==> src/hdl/rvex_pkg.sv <==
// Package with opcodes, CSR slot indexes and helper functions for the execute stage.
package rvex_pkg;

  localparam int unsigned TagBitsDefault = 4;
  localparam logic [31:0] MisaReset = 32'h4000_1101;
  localparam int unsigned CsrCount = 11;

  typedef enum logic [4:0] {
    OpNull = 5'd0, OpAdd = 5'd1, OpSlt = 5'd2, OpSltu = 5'd3, OpXor = 5'd4,
    OpOr = 5'd5, OpAnd = 5'd6, OpSll = 5'd7, OpSrl = 5'd8, OpSra = 5'd9,
    OpSub = 5'd10, OpSlli = 5'd11, OpSrli = 5'd12, OpSrai = 5'd13, OpLui = 5'd14,
    OpAuipc = 5'd15, OpJal = 5'd16, OpMul = 5'd17, OpMulh = 5'd18,
    OpMulhsu = 5'd19, OpMulhu = 5'd20, OpDiv = 5'd21, OpDivu = 5'd22,
    OpRem = 5'd23, OpRemu = 5'd24, OpCsrrw = 5'd25, OpCsrrs = 5'd26,
    OpCsrrc = 5'd27, OpCsrrwi = 5'd28, OpCsrrsi = 5'd29, OpCsrrci = 5'd30,
    OpBad = 5'd31
  } op_e;

  typedef enum logic [1:0] {
    SrcRs2 = 2'd0, SrcImmI = 2'd1, SrcImmS = 2'd2, SrcImmU = 2'd3
  } src_e;

  localparam logic [3:0] CiUstatus = 4'd0;
  localparam logic [3:0] CiMstatus = 4'd1;
  localparam logic [3:0] CiMisa = 4'd2;
  localparam logic [3:0] CiMtvec = 4'd3;
  localparam logic [3:0] CiMepc = 4'd4;
  localparam logic [3:0] CiMcause = 4'd5;
  localparam logic [3:0] CiMarchid = 4'd6;
  localparam logic [3:0] CiMimpid = 4'd7;
  localparam logic [3:0] CiMhartid = 4'd8;
  localparam logic [3:0] CiMinstret = 4'd9;
  localparam logic [3:0] CiMcycle = 4'd10;

  // Datapath command from the controller.
  typedef struct packed {
    logic load;
    logic mul_start;
    logic div_step;
    logic finish;
  } ctl_cmd_t;

  typedef struct packed {
    logic is_div;
    logic is_mul;
    logic div_last;
  } ctl_sts_t;

  function automatic logic [3:0] csr_slot(input logic [11:0] addr);
    logic [3:0] s;
    unique case (addr)
      12'h000: s = CiUstatus;
      12'h300: s = CiMstatus;
      12'h301: s = CiMisa;
      12'h305: s = CiMtvec;
      12'h341: s = CiMepc;
      12'h342: s = CiMcause;
      12'hB00: s = CiMcycle;
      12'hF12: s = CiMarchid;
      12'hF13: s = CiMimpid;
      12'hB02: s = CiMinstret;
      12'hF14: s = CiMhartid;
      default: s = CiMarchid;
    endcase
    return s;
  endfunction

endpackage

==> src/hdl/rvex_ctrl.sv <==
// Controller state machine that sequences load, multiply, divide and output.
module rvex_ctrl import rvex_pkg::*; (
  input  logic     clk_i,
  input  logic     rst_ni,
  input  logic     in_fire_i,
  input  logic     out_fire_i,
  input  ctl_sts_t sts_i,
  output ctl_cmd_t cmd_o,
  output logic     in_ready_o,
  output logic     out_valid_o
);

  typedef enum logic [2:0] {
    StIdle, StDecode, StMul, StDiv, StDivDone, StOut
  } state_e;

  state_e state_q;

  assign in_ready_o  = (state_q == StIdle) || (state_q == StOut && out_fire_i);
  assign out_valid_o = (state_q == StOut);

  always_comb begin
    cmd_o = '0;
    cmd_o.load = in_fire_i;
    unique case (state_q)
      StDecode: begin
        cmd_o.mul_start = sts_i.is_mul;
        cmd_o.finish    = !sts_i.is_mul && !sts_i.is_div;
      end
      StMul:     cmd_o.finish = 1'b1;
      StDiv:     cmd_o.div_step = 1'b1;
      StDivDone: cmd_o.finish = 1'b1;
      default: ;
    endcase
  end

  always_ff @(posedge clk_i or negedge rst_ni) begin
    if (!rst_ni) begin
      state_q <= StIdle;
    end else begin
      unique case (state_q)
        StIdle:   if (in_fire_i) state_q <= StDecode;
        StDecode: begin
          if (sts_i.is_mul) state_q <= StMul;
          else if (sts_i.is_div) state_q <= StDiv;
          else state_q <= StOut;
        end
        StMul:     state_q <= StOut;
        StDiv:     if (sts_i.div_last) state_q <= StDivDone;
        StDivDone: state_q <= StOut;
        StOut: begin
          if (in_fire_i) state_q <= StDecode;
          else if (out_fire_i) state_q <= StIdle;
        end
        default:  state_q <= StIdle;
      endcase
    end
  end

endmodule

==> config.mk <==
export PLATFORM = sky130hd
export DESIGN_NAME = rvex_ctrl
export DESIGN_NICKNAME = d
export VERILOG_FILES = /design/src/hdl/rvex_pkg.sv /design/src/hdl/rvex_ctrl.sv
export SDC_FILE = /design/constraint.sdc
export NUM_CORES = 1
export LEC_CHECK = 0
export ABC_AREA = 1
export BUFFER_PORTS_ARGS = -buffer_cell sky130_fd_sc_hd__buf_2
export CORE_AREA = 2 2 39 41
export CTS_BUF_LIST = sky130_fd_sc_hd__clkbuf_4
export CTS_CLUSTER_SIZE = 30
export DETAILED_ROUTE_END_ITERATION = 10
export DIE_AREA = 0 0 41 43
export SKIP_CTS_REPAIR_TIMING = 1
export SYNTH_ARGS = -nofsm -noshare
export SYNTH_HDL_FRONTEND = slang
export SYNTH_SLANG_ARGS = --single-unit
==> constraint.sdc <==
create_clock -name clk_i -period 1.45 [get_ports clk_i]
set_input_delay 0.0725 -clock clk_i [delete_from_list [all_inputs] [get_ports clk_i]]
set_output_delay 0.0725 -clock clk_i [all_outputs]
set_load 0.02 [all_outputs]
# [After elaboration in Yosys (flattened, before gate mapping)]
# Index checks and enable logic that the tools add are counted.
[classes] n_reduce_logical=8 n_eq_ne=8 mux=10
[ops] op="two-way mux 3 bit" count=6
[ops] op="one-hot mux 3 bit (5 select lines)" count=1
[ops] op="equality test 3 x 2 -> 1 bit, second input constant" count=2
[ops] op="equality test 3 bit, second input constant" count=2
[ops] op="inequality test 2 bit, second input constant" count=2
[ops] op="equality test 3 x 1 -> 1 bit, second input constant" count=1
[ops] op="zero test 3 bit" count=1
[ops] op="inequality test 3 bit, second input constant" count=1
[ops] op="AND reduction 3 bit" count=1
[ops] op="logical AND 1 bit" count=2
[ops] op="zero test 1 bit" count=2
[ops] op="two-way mux 1 bit" count=2
[ops] op="one-hot mux 1 bit (2 select lines)" count=1
[ops] op="OR reduction 2 bit" count=1
[ops] op="logical OR 1 bit" count=1
[totals] elab_cells=27 register_bits=3 input_bits=7 out_inout_bits=6

# [Longest topological paths before layout]
# Gate-level depths: netlist (run 1).
[depth] word_depth=3 depth_mapped=7 mapped_depth_nobuf=7

# [Worst setup path after synthesis (run 1)]
# No wires, ideal clock.
[synth_path] path_type="register to output" start="register state_q[0]" end="output port in_ready_o" t_required_ns=1.378 setup_slack_ns=0.262 n_path_buf=0 stages_incl_launch_ff=5 t_arrival_ns=1.115 path_cell_list="dfrtp_1 > inv_2 > nor3_2 > nand2_1 > nand2_1"
[synth_between] elab_chain_cells=3 word_cells_on_any_way=4 cone_classes="eq/ne: 1; reduce/logical: 3"
[synth_lines] item="from (decl)" line="rvex_ctrl.sv:17" source="state_e state_q;"
[synth_lines] item="from (signal assigned)" line="rvex_ctrl.sv:39" source="state_q <= StIdle;"
[synth_lines] item="from (signal assigned)" line="rvex_ctrl.sv:42" source="StIdle: if (in_fire_i) state_q <= StDecode;"
[synth_lines] item="from (signal assigned)" line="rvex_ctrl.sv:44" source="if (sts_i.is_mul) state_q <= StMul;"
[synth_lines] item="equality test 3 bit"
[synth_lines] item="via out_valid_o" line="rvex_ctrl.sv:10" source="output logic out_valid_o"
[synth_lines] item="logical AND 1 bit" line="rvex_ctrl.sv:19" source="assign in_ready_o = (state_q == StIdle) || (state_q == StOut && out_fire_i);"
[synth_lines] item="logical OR 1 bit" line="rvex_ctrl.sv:19"
[synth_lines] item="to (decl)" line="rvex_ctrl.sv:9" source="output logic in_ready_o,"
# The timed path passes the listed nets, and every way through them passes these cells.

# [Worst setup path after layout (run 1)]
[layout_path] start="register state_q[0]" end="output port in_ready_o"
[layout_between] elab_chain_cells=3 word_cells_on_any_way=4 cone_classes="eq/ne: 1; reduce/logical: 3"
[layout_lines] item="equality test 3 bit" line="rvex_ctrl.sv:19"
[layout_lines] item="logical AND 1 bit" line="rvex_ctrl.sv:19"
[layout_lines] item="logical OR 1 bit *" line="rvex_ctrl.sv:19"
# Every way passes the cells marked *; elsewhere a longest branch is shown, timed or not.

==> results of run 1 <==
-- worst min path at each step --
stage | start | end | slack, ns
final | out_fire_i | state_q[2] | 0.14
after global routing | sts_i[0] | state_q[1] | 0.15
after CTS | rst_ni | state_q[2] | -0.38
after detailed placement | rst_ni | state_q[2] | -0.13
after global placement | rst_ni | state_q[2] | -0.13
after floorplan | rst_ni | state_q[0] | -0.22
-- report_power, final --
part / switching, W / internal (W)
combinational: 0.000292 / 0.000161
clock: 0.0000404 / 0.000122
sequential: 0.0000675 / 0.000124
total: 0.000400 / 0.000406
-- cell usage in the layout, fill, tap and decap left out --
cell type,instances
clkbuf_4,4
nand3_1,8
nor3_1,1
nand4_1,2
dlygate4sd3_1,1
o31ai_1,1
o21ai_0,1
inv_2,3
nand3_2,1
inv_1,4
nor3_2,1
or2_4,1
nor2_1,2
dfrtp_1,3
buf_2,12
nand2_1,12
-- per-stage QoR --
step           hold WS (ns)  utilization, %  std cells
2_1_floorplan       -0.2231               -         41
5_1_grt              0.1534           26.94         73
3_5_place_dp        -0.1269           24.05         68
4_1_cts             -0.3758           26.22         72
6_report             0.1403           26.94         73
3_3_place_gp        -0.1277           24.05         68
-- cells by family after synthesis --
| family | Yosys count |
|---|---|
| AND/OR/NAND/NOR | 28 |
| flip-flops | 3 |
| buffers and inverters | 8 |
| AO/OA/AOI/OAI | 2 |
-- worst max-delay path, cell delays in order, from the launching register on --
cell and delay [ns]:
dfrtp_1 0.47, inv_2 0.11, nor3_2 0.19, nand2_1 0.07, nand2_1 0.06, buf_2 0.15
-- per-layer routing --
metal / vias up / GRT usage, % / wire [um]
li1: 166 / - / -
met1: 140 / 10.03 / 244
met2: 13 / 13.13 / 325
met3: 0 / 3.141 / 38
met4: 0 / 6.000 / 0
met5: - / 0 / 0
-- cell type report --
cell class	instances	area, um2	area share [%]
Timing Repair Buffer	13	70.07	18.79
Inverter	7	26.28	7.047
Sequential cell	3	75.07	20.13
Multi-Input combinational cell	30	151.4	40.60
Tap cell	16	20.02	5.369
Clock buffer	4	30.03	8.054
==> flow_summary.yaml, run 1 <==
status:
  run_status: "finished clean"
setup_path:
  critical_path.endpoint: "in_ready_o"
  cp.required_ns: 1.38
  worst-r2r-setup-slack_ns: 0.31
  regToRegEndpoint: "state_q[0]"
  rr_startpoint: "state_q[2]"
  crit_start: "state_q[0]"
  startpoint_type: "flip-flop"
  arrival_ns: 1.27
  reg2regPathDepth: 5
  end_kind: "output port"
  crit_fanout: 7
  crit_type: "reg2out"
synth:
  synth-seq-cells: 3
  synth_area_leader_cell: "dfrtp_1"
  synth_ff_type: "dfrtp_1"
  muxShareOfSynthArea_pct: 0
  synth_edf_count: 0
  synth_common_cells: "12 x nand2_1, 8 x nand3_1, 4 x inv_1"
  synth_cell_type_count: 14
  synth.yosys.seq_area_share_pct: 28.85
  synth_cells: 41
  synth-compound-area-share_pct: 4.808
  synth-simple-area-share_pct: 53.37
  synth-xor-area-share_pct: 0
  synth_fa_ha_area_share_pct: 0
  synthArstFlopShare_pct: 100.0
  synth_top_area_share_pct: 28.85
  syn_area_um2: 260.3
  ys_warn_count: 0
  synth_area_per_cell_um2: 6.348
  synth.net_count: 48
  synth_area_leaders: "dfrtp_1 29%, nand2_1 17%, nand3_1 15%, inv_1 5.8%, nand4_1 4.8%"
  synth_top_family_by_area: "simple AND/OR/NAND/NOR gates"
  yosysMostFrequentCell: "nand2_1"
grt:
  grt_pass1_wl_um: 1041
  grt_max_degree: 8
  grt_pass1_vias: 283
  overflow: 0
  grt_util_all_layers_pct: 8.853
  antenna_found_initial: 0
clock_network:
  clk_latency_ns: 0.23
  cts_tree: "done"
  cts_buffers: 3
  clk_pin_slew_ns: 0.04
  clock-sinks: 3
  root_buffer: "clkbuf_4"
  ctsHtreeMaxLevel: 1
  cts.path.max_buffers: 2
detailed_routing:
  drt_wl_total_um: 608
  route.detailed.drc: 0
  num_vias: 319
  viasPerCell: 4.370
  firstDrtPassIters: 4
  drt_first_iter_violations: 5
  postRouteAntennaNets: 0
  wl_per_cell_um: 8.329
die:
  initial_core_util_pct: 18.81
  fp.dieW_um: 41
  coreArea_um2: 1384
  die-area_um2: 1763
  dieHeight_um: 43
  io_pins: 13
  num_rows: 14
layout:
  stdcell_area_um2: 372.9
  top_register: "state_q"
  reg_top3: "state_q (3)"
  drive_gt1_share_pct: 38.60
  largest_register_ffs: 3
  num_antenna_cells: 0
  nets: 65
  num-fill-cells: 158
  syn2layout_area_growth_pct: 43.27
sta:
  slew_headroom_pct: 83.49
  tightest_slew_ns: 0.2476
  max_freq_mhz: 743.8
  finalSetupViolations: 0
  hold_viol: 0
  tns_ns: 0
  layout_min_cycle_time_ns: 1.344
  slew_viol_final: 0
  post-route-period-util_pct: 92.72
  setup_ws_ns: 0.1055
  rsz0062_at_grt: "no"
  finClkSkew_ns: 0.0005762
placed_design:
  gp_congestion: 0.7185
  hpwl_um: 505.4
  place_area_um2: 332.8
  port_buffers: 12
  place_ws_ns: 0.3214
pwr:
  cellPowerDensity_nw_per_um2: 2161
  p_leak_nw: 0.2234
  ir_drop_mv: 0.5953
  power_w: 0.0008058
min_path:
  hp-class: "in2reg"
  min_path_cells: 4
job:
  maxCapViolations: 0
(Power assumes the default switching activity.)
==> inputs of run 2 (changes only) <==
--- a/config.mk
+++ b/config.mk
@@ -7,11 +7,16 @@
 export LEC_CHECK = 0
 export ABC_AREA = 1
 export BUFFER_PORTS_ARGS = -buffer_cell sky130_fd_sc_hd__buf_2
+export CAP_MARGIN = 15
+export CELL_PAD_IN_SITES_DETAIL_PLACEMENT = 1
+export CELL_PAD_IN_SITES_GLOBAL_PLACEMENT = 1
 export CORE_AREA = 2 2 39 41
 export CTS_BUF_LIST = sky130_fd_sc_hd__clkbuf_4
 export CTS_CLUSTER_SIZE = 30
 export DETAILED_ROUTE_END_ITERATION = 10
 export DIE_AREA = 0 0 41 43
+export HOLD_SLACK_MARGIN = 0.06
+export PLACE_DENSITY_LB_ADDON = 0.1
 export SKIP_CTS_REPAIR_TIMING = 1
 export SYNTH_ARGS = -nofsm -noshare
 export SYNTH_HDL_FRONTEND = slang
==> run 2 against run 1 <==
  * Clock power is 2% higher
  * Die area stayed put
  * Final area is 0.67% higher
  * Fmax is 3.3% higher
  * Sequential power is 4% higher
  * Flip-flop and latch count stayed put
  * Global-route usage is 1.8 points higher
  * Sequential share of layout area is 0.53 points higher
  * Non-clock buffer count stayed put
  * Worst hold slack better by 0.0096 ns
  * Power is 3.3% higher
==> flow_summary.yaml, run 2 (synthesis gave the netlist of run 1 again) <==
detailed_routing:
  firstDrtPassIters: 2
  wl_per_cell_um: 11.03
  viasPerCell: 4.425
  drt_wl_total_um: 805
  route.detailed.drc: 0
  postRouteAntennaNets: 0
  drt_first_iter_violations: 1
  num_vias: 323
setup_path:
  cp_cell_sequence: "nor3_2, nand2_1, nand2_1, buf_2"
  startpoint_type: "flip-flop"
  regToRegEndpoint: "state_q[0]"
  rr_startpoint: "state_q[1]"
  critPathTopFamily: "flip-flops"
  crit_buf_inv: 1
  end_kind: "output port"
  reg2regPathDepth: 6
  worst-r2r-setup-slack_ns: 0.30
  cpPeakStageDelay_ns: 0.43
  crit_slowest_cell: "dfrtp_1"
  arrival_ns: 1.23
  cpMostUsedCell: "nand2_1"
  crit_fanout: 5
  crit_type: "reg2out"
  cp.required_ns: 1.38
pwr:
  cellPowerDensity_nw_per_um2: 2218
  p_clk_share_pct: 20.0
  power_frac_seq_pct: 23.8
  switching_share_pct: 50.46
  ir_drop_mv: 0.8923
  switching_power_w: 0.0004200
  p_comb_share_pct: 56.2
  p_leak_nw: 0.2212
  power.internal_w: 0.0004124
layout:
  num-fill-cells: 191
  stdcell_count: 73
  reg_top3: "state_q (3)"
  layout_common_cells: "12 x nand2_1, 12 x buf_2, 8 x nand3_1"
  num_antenna_cells: 0
  final_util_pct: 27.12
  drive_gt1_share_pct: 42.11
  top_register: "state_q"
  syn2layout_area_growth_pct: 44.23
  nets: 65
  largest_register_ffs: 3
die:
  dieHeight_um: 43
  fp.dieW_um: 41
  num_rows: 14
  io_pins: 13
  die-area_um2: 1763
  coreArea_um2: 1384
  initial_core_util_pct: 18.81
placed_design:
  dp.cells: 68
  gp_congestion: 0.6101
  port_buffers: 12
  place_ws_ns: 0.2922
  hpwl_um: 621
sta:
  hold_viol: 0
  fin_hold_ws_ns: 0.1499
  slew_viol_final: 0
  setup_ws_ns: 0.1488
  max_freq_mhz: 768.5
  rsz0062_at_grt: "no"
  post-route-period-util_pct: 89.74
  slew_headroom_pct: 84.68
  finalSetupViolations: 0
  tns_ns: 0
  layout_min_cycle_time_ns: 1.301
  tightest_slew_ns: 0.2278
  finClkSkew_ns: 0.002223
grt:
  overflow: 0
  grt_pass1_wl_um: 1276
  antenna_found_initial: 0
  grt_util_all_layers_pct: 10.63
  grt_max_degree: 8
  grt_pass1_vias: 315
min_path:
  min_path_cells: 4
  holdPathEnd: "state_q[2]"
  hold_start: "out_fire_i"
  hp-class: "in2reg"
clock_network:
  clk_latency_ns: 0.23
  root_buffer: "clkbuf_4"
  cts.path.max_buffers: 2
  ctsHtreeMaxLevel: 1
  clock-sinks: 3
  cts_tree: "done"
  cts_buffers: 3
  clk_pin_slew_ns: 0.04
job:
  maxCapViolations: 0
status:
  run_status: "finished clean"
==> run 2: cell types whose count changed in the layout (fill, tap and decap cells not counted) <==
cell     previous run  this run
dfrtp_1             3         1
dfrtp_2             0         2
==> run 2: routing by layer <==
metal	vias up	track usage (%)	routed length [um]	part of all wire, %
met5	-	0	0	0
met4	0	4.000	0	0
met3	0	4.712	45	5.6
met2	8	14.69	398	49
met1	148	14.10	362	45
li1	167	-	-	-
==> run 2: area by class of cell <==
type	instances	area, um2	area share [%]
multi-input combinational	30	151.4	40.33
sequential	3	77.57	20.67
timing repair buffer	13	70.07	18.67
clock buffer	4	30.03	8.000
inverter	7	26.28	7.000
tap	16	20.02	5.333
==> run 2: worst max path at each step <==
stage	startpoint	slack, ns	to	depth (start not counted)
after CTS	state_q[0]	0.05	in_ready_o	5
after global placement	state_q[2]	0.27	state_q[2]	6
final	state_q[1]	0.15	in_ready_o	4
after detailed placement	state_q[2]	0.29	state_q[0]	6
after floorplan	state_q[0]	0.26	in_ready_o	4
after global routing	state_q[0]	0.02	in_ready_o	5
==> run 2: power groups by stage <==
| stage | clock network (W) | registers (W) | logic (W) |
|---|---|---|---|
| after floorplan | 0 | 0.000178 | 0.000342 |
| after global placement | 0 | 0.000199 | 0.000475 |
| after detailed placement | 0 | 0.000195 | 0.000465 |
| after CTS | 0.000173 | 0.000194 | 0.000470 |
| after global routing | 0.000185 | 0.000211 | 0.000526 |
| final | 0.000166 | 0.000198 | 0.000468 |
==> run 2: stage by stage <==
step / instance area [um2] / power [W]
after detailed placement: 332.8 / 0.0006605
after floorplan: 260.3 / 0.0005193
final: 375.4 / 0.0008324
after CTS: 362.8 / 0.0008374
after global placement: 332.8 / 0.0006746
after global routing: 375.4 / 0.0009224
==> run 2: worst register-to-register path: cells and delay by family, from the launching register on <==
family | cells | cell delay (ns)
flip-flops | 1 | 0.43
AND/OR/NAND/NOR | 6 | 0.60
